[src/rpcf_pkg.sv]
// shared types and constants of the row peak centre finder
package rpcf_pkg;

  localparam int PIX_W   = 8;
  localparam int COL_W   = 11;
  localparam int SUM_W   = 22;
  localparam int CNT_W   = 12;
  localparam int STEP_W  = 5;

  localparam int COL_MAX        = 2047;
  localparam int ROW_WIDTH_DEF  = 2048;

  localparam logic [PIX_W-1:0]  THRESH_RESET = 8'd100;
  localparam logic [SUM_W-1:0]  SUM_MAX      = {SUM_W{1'b1}};
  localparam logic [CNT_W-1:0]  CNT_MAX      = {CNT_W{1'b1}};

  // one quotient bit per divider step
  localparam logic [STEP_W-1:0] DIV_LAST     = STEP_W'(SUM_W - 1);

  typedef enum logic [1:0] {
    ST_ACC,
    ST_DIV,
    ST_HOLD
  } state_t;

endpackage

[src/rpcf_in_if.sv]
// sample channel: pixel value and end-of-row flag
interface rpcf_in_if;
  logic                       valid;
  logic                       ready;
  logic [rpcf_pkg::PIX_W-1:0] pixel_value;
  logic                       last_in_row;

  modport source (output valid, output pixel_value, output last_in_row, input ready);
  modport sink   (input valid, input pixel_value, input last_in_row, output ready);
endinterface

[src/rpcf_out_if.sv]
// result channel: peak column and found flag
interface rpcf_out_if;
  logic                       valid;
  logic                       ready;
  logic [rpcf_pkg::COL_W-1:0] peak_column;
  logic                       peak_found;

  modport source (output valid, output peak_column, output peak_found, input ready);
  modport sink   (input valid, input peak_column, input peak_found, output ready);
endinterface

[src/rpcf_cfg_if.sv]
// configuration write channel carrying the peak threshold
interface rpcf_cfg_if;
  logic                       valid;
  logic                       ready;
  logic [rpcf_pkg::PIX_W-1:0] data;

  modport source (output valid, output data, input ready);
  modport sink   (input valid, input data, output ready);
endinterface

[src/row_peak_center_finder_core.sv]
// row peak centre finder: per-row brightest-column mean with an iterative divider
//
// in_bus carries one beat per sample: pixel_value and last_in_row. samples of a row
// are taken one per cycle; each beat updates the running maximum and the sum and
// count of the columns that hold it, all in the cycle it is accepted.
// the beat flagged last_in_row closes the row: the sum and count are handed to a
// restoring divider that yields one quotient bit per cycle, then a hand-over
// state loads the output register once it is free. in_bus.ready is low through
// the division and the hand-over, so the next row waits until both are done.
// out_bus gives one beat per row, after that division and hand-over:
// peak_column is the floor of the mean column when the maximum beats the
// threshold, else 0 with peak_found clear.
// if the receiver stalls, the result sits in the output register and the next
// row is still taken; a further row end waits after its division until the
// register is free.
// cfg_bus writes peak_threshold at any beat; it is always ready.
// reset (rst_n low, synchronous) clears the row state, empties the output and
// sets the threshold to 100.
module row_peak_center_finder_core #(
  parameter int ROW_WIDTH = rpcf_pkg::ROW_WIDTH_DEF
) (
  input  logic         clk,
  input  logic         rst_n,
  rpcf_in_if.sink      in_bus,
  rpcf_out_if.source   out_bus,
  rpcf_cfg_if.sink     cfg_bus
);

  // last column the index may reach, capped by the field width
  localparam int LAST_COL_I = (ROW_WIDTH - 1 > rpcf_pkg::COL_MAX) ?
                              rpcf_pkg::COL_MAX : ROW_WIDTH - 1;
  localparam logic [rpcf_pkg::COL_W-1:0] LAST_COL = LAST_COL_I[rpcf_pkg::COL_W-1:0];

  rpcf_pkg::state_t state_r, state_nxt;

  // row accumulation state
  logic [rpcf_pkg::COL_W-1:0]  col_r,  col_nxt;
  logic [rpcf_pkg::PIX_W-1:0]  max_r,  max_nxt;
  logic [rpcf_pkg::SUM_W-1:0]  sum_r,  sum_nxt;
  logic [rpcf_pkg::CNT_W-1:0]  cnt_r,  cnt_nxt;
  logic [rpcf_pkg::PIX_W-1:0]  thresh_r, thresh_nxt;

  // divider state: dividend shifts out as the quotient shifts in
  logic [rpcf_pkg::SUM_W-1:0]  dq_r,   dq_nxt;
  logic [rpcf_pkg::CNT_W-1:0]  rem_r,  rem_nxt;
  logic [rpcf_pkg::CNT_W-1:0]  dcnt_r, dcnt_nxt;
  logic                        found_r, found_nxt;
  logic [rpcf_pkg::STEP_W-1:0] step_r, step_nxt;

  // output register
  logic                        out_valid_r, out_valid_nxt;
  logic [rpcf_pkg::COL_W-1:0]  out_col_r,   out_col_nxt;
  logic                        out_found_r, out_found_nxt;

  // sequencer outputs
  logic in_ready;
  logic div_run;
  logic out_load;
  logic out_free;

  logic                        in_acc;
  logic                        px_gt;
  logic                        px_eq;
  logic [rpcf_pkg::SUM_W:0]    sum_add;
  logic [rpcf_pkg::SUM_W-1:0]  sum_sat;
  logic [rpcf_pkg::PIX_W-1:0]  max_upd;
  logic [rpcf_pkg::SUM_W-1:0]  sum_upd;
  logic [rpcf_pkg::CNT_W-1:0]  cnt_upd;
  logic [rpcf_pkg::CNT_W:0]    div_sh;
  logic                        div_ge;
  logic [rpcf_pkg::CNT_W:0]    div_diff;

  assign in_acc   = in_bus.valid && in_ready;
  assign out_free = !out_valid_r || out_bus.ready;

  assign in_bus.ready        = in_ready;
  assign cfg_bus.ready       = 1'b1;
  assign out_bus.valid       = out_valid_r;
  assign out_bus.peak_column = out_col_r;
  assign out_bus.peak_found  = out_found_r;

  // next state
  always_comb begin
    state_nxt = state_r;
    unique case (state_r)
      rpcf_pkg::ST_ACC: begin
        if (in_acc && in_bus.last_in_row) begin
          state_nxt = rpcf_pkg::ST_DIV;
        end
      end
      rpcf_pkg::ST_DIV: begin
        if (step_r == rpcf_pkg::DIV_LAST) begin
          state_nxt = rpcf_pkg::ST_HOLD;
        end
      end
      rpcf_pkg::ST_HOLD: begin
        if (out_free) begin
          state_nxt = rpcf_pkg::ST_ACC;
        end
      end
      default: state_nxt = rpcf_pkg::ST_ACC;
    endcase
  end

  // sequencer outputs
  always_comb begin
    in_ready = 1'b0;
    div_run  = 1'b0;
    out_load = 1'b0;
    unique case (state_r)
      rpcf_pkg::ST_ACC:  in_ready = 1'b1;
      rpcf_pkg::ST_DIV:  div_run  = 1'b1;
      rpcf_pkg::ST_HOLD: out_load = out_free;
      default: in_ready = 1'b0;
    endcase
  end

  // per-sample update of maximum, column sum and count
  always_comb begin
    px_gt   = in_bus.pixel_value > max_r;
    px_eq   = (in_bus.pixel_value == max_r) && (cnt_r < rpcf_pkg::CNT_MAX);
    sum_add = {1'b0, sum_r} + {{(rpcf_pkg::SUM_W + 1 - rpcf_pkg::COL_W){1'b0}}, col_r};
    sum_sat = sum_add[rpcf_pkg::SUM_W] ? rpcf_pkg::SUM_MAX : sum_add[rpcf_pkg::SUM_W-1:0];

    max_upd = max_r;
    sum_upd = sum_r;
    cnt_upd = cnt_r;
    priority if (px_gt) begin
      max_upd = in_bus.pixel_value;
      sum_upd = {{(rpcf_pkg::SUM_W - rpcf_pkg::COL_W){1'b0}}, col_r};
      cnt_upd = rpcf_pkg::CNT_W'(1);
    end else if (px_eq) begin
      sum_upd = sum_sat;
      cnt_upd = cnt_r + rpcf_pkg::CNT_W'(1);
    end
  end

  // one restoring division step
  always_comb begin
    div_sh   = {rem_r, dq_r[rpcf_pkg::SUM_W-1]};
    div_diff = div_sh - {1'b0, dcnt_r};
    div_ge   = div_sh >= {1'b0, dcnt_r};
  end

  // datapath next values
  always_comb begin
    col_nxt       = col_r;
    max_nxt       = max_r;
    sum_nxt       = sum_r;
    cnt_nxt       = cnt_r;
    thresh_nxt    = thresh_r;
    dq_nxt        = dq_r;
    rem_nxt       = rem_r;
    dcnt_nxt      = dcnt_r;
    found_nxt     = found_r;
    step_nxt      = step_r;
    out_valid_nxt = out_valid_r;
    out_col_nxt   = out_col_r;
    out_found_nxt = out_found_r;

    if (cfg_bus.valid) begin
      thresh_nxt = cfg_bus.data;
    end

    if (in_acc) begin
      if (in_bus.last_in_row) begin
        // close the row and load the divider
        col_nxt   = '0;
        max_nxt   = '0;
        sum_nxt   = '0;
        cnt_nxt   = '0;
        dq_nxt    = sum_upd;
        rem_nxt   = '0;
        dcnt_nxt  = cnt_upd;
        found_nxt = max_upd > thresh_r;
        step_nxt  = '0;
      end else begin
        col_nxt = (col_r < LAST_COL) ? col_r + rpcf_pkg::COL_W'(1) : col_r;
        max_nxt = max_upd;
        sum_nxt = sum_upd;
        cnt_nxt = cnt_upd;
      end
    end

    if (div_run) begin
      rem_nxt  = div_ge ? div_diff[rpcf_pkg::CNT_W-1:0] : div_sh[rpcf_pkg::CNT_W-1:0];
      dq_nxt   = {dq_r[rpcf_pkg::SUM_W-2:0], div_ge};
      step_nxt = step_r + rpcf_pkg::STEP_W'(1);
    end

    // quotient never exceeds the largest column, so its low bits are the mean
    if (out_load) begin
      out_valid_nxt = 1'b1;
      out_found_nxt = found_r;
      out_col_nxt   = (found_r && (dcnt_r != '0)) ? dq_r[rpcf_pkg::COL_W-1:0] : '0;
    end else if (out_bus.ready) begin
      out_valid_nxt = 1'b0;
    end
  end

  // control and row state
  always_ff @(posedge clk) begin
    if (!rst_n) begin
      state_r     <= rpcf_pkg::ST_ACC;
      out_valid_r <= 1'b0;
      thresh_r    <= rpcf_pkg::THRESH_RESET;
      col_r       <= '0;
      max_r       <= '0;
      sum_r       <= '0;
      cnt_r       <= '0;
      step_r      <= '0;
    end else begin
      state_r     <= state_nxt;
      out_valid_r <= out_valid_nxt;
      thresh_r    <= thresh_nxt;
      col_r       <= col_nxt;
      max_r       <= max_nxt;
      sum_r       <= sum_nxt;
      cnt_r       <= cnt_nxt;
      step_r      <= step_nxt;
    end
  end

  // divider and output payload
  always_ff @(posedge clk) begin
    dq_r        <= dq_nxt;
    rem_r       <= rem_nxt;
    dcnt_r      <= dcnt_nxt;
    found_r     <= found_nxt;
    out_col_r   <= out_col_nxt;
    out_found_r <= out_found_nxt;
  end

endmodule

[src/flat_wrapper.sv]
// flat-port wrapper written by rule: the top's interface ports become plain ports
module row_peak_center_finder_core_flat 
#(
  parameter int ROW_WIDTH = rpcf_pkg::ROW_WIDTH_DEF
)
  (clk, rst_n, in_bus_valid, in_bus_pixel_value, in_bus_last_in_row, in_bus_ready, out_bus_valid, out_bus_peak_column, out_bus_peak_found, out_bus_ready, cfg_bus_valid, cfg_bus_data, cfg_bus_ready);
  rpcf_in_if in_bus_i ();
  rpcf_out_if out_bus_i ();
  rpcf_cfg_if cfg_bus_i ();
  input  logic clk;
  input  logic rst_n;
  input wire logic [$bits(in_bus_i.valid)-1:0] in_bus_valid;
  input wire logic [$bits(in_bus_i.pixel_value)-1:0] in_bus_pixel_value;
  input wire logic [$bits(in_bus_i.last_in_row)-1:0] in_bus_last_in_row;
  output wire logic [$bits(in_bus_i.ready)-1:0] in_bus_ready;
  output wire logic [$bits(out_bus_i.valid)-1:0] out_bus_valid;
  output wire logic [$bits(out_bus_i.peak_column)-1:0] out_bus_peak_column;
  output wire logic [$bits(out_bus_i.peak_found)-1:0] out_bus_peak_found;
  input wire logic [$bits(out_bus_i.ready)-1:0] out_bus_ready;
  input wire logic [$bits(cfg_bus_i.valid)-1:0] cfg_bus_valid;
  input wire logic [$bits(cfg_bus_i.data)-1:0] cfg_bus_data;
  output wire logic [$bits(cfg_bus_i.ready)-1:0] cfg_bus_ready;
  assign in_bus_i.valid = in_bus_valid;
  assign in_bus_i.pixel_value = in_bus_pixel_value;
  assign in_bus_i.last_in_row = in_bus_last_in_row;
  assign in_bus_ready = in_bus_i.ready;
  assign out_bus_valid = out_bus_i.valid;
  assign out_bus_peak_column = out_bus_i.peak_column;
  assign out_bus_peak_found = out_bus_i.peak_found;
  assign out_bus_i.ready = out_bus_ready;
  assign cfg_bus_i.valid = cfg_bus_valid;
  assign cfg_bus_i.data = cfg_bus_data;
  assign cfg_bus_ready = cfg_bus_i.ready;
  row_peak_center_finder_core #(.ROW_WIDTH(ROW_WIDTH)) u_core (.clk(clk), .rst_n(rst_n), .in_bus(in_bus_i), .out_bus(out_bus_i), .cfg_bus(cfg_bus_i));
endmodule
[config.mk]
export PLATFORM = sky130hd
export DESIGN_NAME = row_peak_center_finder_core_flat
export DESIGN_NICKNAME = d
export VERILOG_FILES = /design/src/rpcf_pkg.sv /design/src/rpcf_in_if.sv /design/src/rpcf_out_if.sv /design/src/rpcf_cfg_if.sv /design/src/row_peak_center_finder_core.sv /design/src/flat_wrapper.sv
export SDC_FILE = /design/constraint.sdc
export NUM_CORES = 1
export LEC_CHECK = 0
export BUFFER_PORTS_ARGS = -buffer_cell sky130_fd_sc_hd__buf_4
export CAP_MARGIN = 20
export CORE_MARGIN = 4
export CORE_UTILIZATION = 60
export CTS_CLUSTER_SIZE = 16
export DETAILED_ROUTE_END_ITERATION = 6
export PLACE_DENSITY = 0.9
export SYNTH_ARGS = -nofsm -noshare
export SYNTH_HDL_FRONTEND = slang
export SYNTH_SLANG_ARGS = --single-unit
[constraint.sdc]
create_clock -name clk -period 4.2 [get_ports clk]
set_input_delay 0.84 -clock clk [delete_from_list [all_inputs] [get_ports clk]]
set_output_delay 0.84 -clock clk [all_outputs]
set_load 0.03 [all_outputs]
==> flow_summary_export.csv <==
group,metric,value,unit
detailed_routing,remaining_drc_errors,0,
setup_path,setup.worst_path.end_class,"flop",
placement,dpl_cell_area,8080,µm²
die,die_h,121,µm
setup_path,critPathSlowestCell,"or2_2",
global_routing,grt_pass1_vias,6102,
final_layout,diodes,0,
flow_run,maxCapViolations,0,
logic_synthesis,synth_area,7660,µm²
global_routing,overflow,0,
setup_path,cp_num_buf_inv,1,
die,io_pins,37,
detailed_routing,vias,6511,
logic_synthesis,synth-seq-cells,128,
timing,min_period,3.65,ns
timing,period_share,86.9,%
detailed_routing,via_per_inst,6.17,
clock_tree,cts-root-buf,"clkbuf_16",
clock_tree,cts_resized,0,
power_and_ir_drop,leakage,3.31,nW
placement,io_buffers,35,
timing,max_freq,274,MHz
timing,holdWs,0.477,ns
die,core,12600,µm²
logic_synthesis,synthArstFlopShare,0,%
final_layout,nNetsFinal,939,
logic_synthesis,syn_avg_cell_area,9.04,µm²
global_routing,grt_pass1_wl,29.9,mm
setup_path,cp.required,4.36,ns
setup_path,critPathLaunchType,"input pin",
timing,hold_viol,0,
setup_path,critPathMaxStageDelay,0.38,ns
logic_synthesis,yosysWarnings,0,
setup_path,cp.arrival,3.81,ns
detailed_routing,drt_iter0_markers,715,
setup_path,critPathMaxFanout,9,
timing,relSlewSlack,51.9,%
detailed_routing,wl_per_cell,17.2,µm
final_layout,regArea,3150,µm²
power_and_ir_drop,powerDensity,366,nW/µm²
timing,setup_violations,0,
global_routing,antenna_found_initial,0,
placement,place.gp.congestion,0.914,
placement,place_hpwl,12.8,mm
logic_synthesis,synth.distinct_cells,74,
detailed_routing,drtPass1Iterations,5,
clock_tree,numClockSinks,128,
final_layout,final_area,8640,µm²
logic_synthesis,ys_seq_area_share,41.1,%
clock_tree,cts_buffer_depth,2,
timing,rsz0062_at_grt,"false",
final_layout,area_delta_synth_final,12.7,%
die,fp-row-count,41,
global_routing,track_usage,25.7,%
setup_path,cpLargestDelayFamily,"simple AND/OR/NAND/NOR gates",
clock_tree,cts_setup_buffers,0,
logic_synthesis,synth-main-ff-cell,"dfxtp_1",
clock_tree,cts_tree,"yes",
global_routing,grt_max_degree,39,
setup_path,path_class,"input pin to flop",
timing,worst_pin_slew,0.716,ns
logic_synthesis,synth_cells,848,
detailed_routing,routed_wirelength,18.2,mm
timing,fin_setup_tns,0,ns
clock_tree,htree_levels,4,
clock_tree,cts_hold_buf,0,
die,start_util,61.0,%
timing,clock_skew,0.00575,ns
timing,finalMaxSlewViolations,0,
setup_path,path_cells,"buf_4, ha_1, nand4_2, or2_2, nand2_1, o31ai_4, mux2_2, ha_1, nor2b_1, o21a_1, o21ai_0, nand2b_1, a21oi_1, o21ai_0, o31a_1",
logic_synthesis,synth_edf_count,59,
die,die_w,121,µm
final_layout,drive_gt1_share,12.3,%
detailed_routing,postRouteAntennaNets,0,
logic_synthesis,syn-num-nets,915,
status,outcome,"finished, final reports clean",
worst_hold_path,hold_path.class,"flop to flop",
clock_tree,numCtsBuffers,17,
die,dieArea,14600,µm²
final_layout,multi_input_area,4150,µm²
clock_tree,cts.clk_slew.worst_paths,0.06,ns
power_and_ir_drop,ir_drop,0.000328,V
clock_tree,clk_latency,0.42,ns
final_layout,fillers,945,
[worst min-delay path, cell delays in order, from the launching register on]
cell     delay [ns]
dfxtp_1        0.33
nand2_1        0.06
o21ai_1        0.05
[cell families (layout without fill, tap and decap cells)]
group	count (synthesis)	count (layout)	synth area share (%)
xor+xnor	38	38	4.34
simple gates	280	280	18.8
mux	15	15	2.07
buf+inv	96	132	5.06
other cells	1	1	0.0489
flops	128	128	41.1
compound gates	245	245	21.0
fa+ha+maj	45	45	7.54
[where the power goes]
| group | internal [mW] | switching (mW) | leakage [nW] |
|---|---|---|---|
| sequential | 1.36 | 0.0318 | 1.12 |
| clock | 0.827 | 0.548 | 0.266 |
| combinational | 0.147 | 0.246 | 1.92 |
[final timing paths]
check | cells past startpoint | slack, ns | startpoint | to
max | 15 | 0.55 | in_bus_pixel_value[7] | u_core.found_r
min | 2 | 0.48 | u_core.sum_r[19] | u_core.sum_r[19]
max reg2reg | 15 | 0.67 | u_core.max_r[7] | u_core.found_r
min reg2reg | 2 | 0.48 | u_core.sum_r[19] | u_core.sum_r[19]
[layout by cell type (no fill, tap or decap), types with 17 or more instances in the layout]
cell       Yosys  layout
dfxtp_1       69      69
ha_1          43      43
and2_1        24      24
buf_4          4      47
o21ai_0       59      59
xor2_1        21      21
o31ai_1       19      19
a21oi_1       57      57
clkbuf_16      0      17
edfxtp_1      59      59
inv_1         53      53
nand2_1       73      73
nor2_1        52      52
nor2b_1       24      23
xnor2_1       17      17
nand3_1       37      37
[flip-flops by register name (all words and copies together), names as in the netlist]
register,flops
u_core.state_r,2
u_core.max_r,8
u_core.step_r,5
u_core.rem_r,12
u_core.dcnt_r,12
u_core.sum_r,22
u_core.out_bus.valid,1
u_core.out_bus.peak_found,1
u_core.dq_r,22
u_core.thresh_r,8
u_core.col_r,11
u_core.found_r,1
u_core.cnt_r,12
u_core.out_bus.peak_column,11
[metal layers]
metal | GRT usage (%) | up-vias | share of wire, %
met1 | 34.8 | 3050 | 43
met4 | 11.3 | 0 | 3.0
li1 | - | 3131 | -
met5 | 0 | - | 0
met3 | 5.78 | 46 | 7.7
met2 | 39.5 | 284 | 46
[final cells by class]
type | instances | share of cell area, %
Multi-Input combinational cell | 624 | 48.1
Sequential cell | 128 | 36.5
Clock buffer | 19 | 5.13
Timing Repair Buffer | 48 | 4.22
Tap cell | 172 | 2.49
Inverter | 53 | 2.30
Clock inverter | 12 | 1.29
[stage by stage]
step / worst slack [ns] / util (%) / power, mW / instances
after global routing: 0.340 / 68.7 / 3.29 / 1056
after global placement: 0.333 / 64.2 / 1.78 / 1024
after floorplan: 0.614 / - / 1.69 / 848
after detailed placement: 0.218 / 64.3 / 1.80 / 1025
after CTS: 0.558 / 68.7 / 3.17 / 1056
final: 0.552 / 68.7 / 3.16 / 1056
[Yosys cell counts (all sizes together) (5+ instances only)]
library cell   n  share of area (%)
a21boi         8               0.83
dfxtp         69                 18
xor2          21                2.4
o21a           5               0.49
buf           12               0.91
o22ai          6               0.49
inv           53                2.6
or3            5               0.41
and2          24                2.0
nor3          12               0.93
edfxtp        59                 23
o21ai         72                4.7
nand2         74                3.7
and3          12               0.98
nor4           9               0.73
nand4         10               0.98
a2111oi        8                1.2
a31oi          8               0.65
nand3         37                2.4
ha            43                7.0
o211ai         5               0.49
a22oi          9               0.88
a211oi         5               0.69
clkbuf        31                1.6
a21o           5               0.49
xnor2         17                1.9
mux2           7                1.0
o31ai         20                2.0
nand2b         9               0.73
nor2          55                2.8
nor2b         24                2.0
a21oi         59                4.0
mux2i          8                1.0
Power figures use the tool's default switching activity.
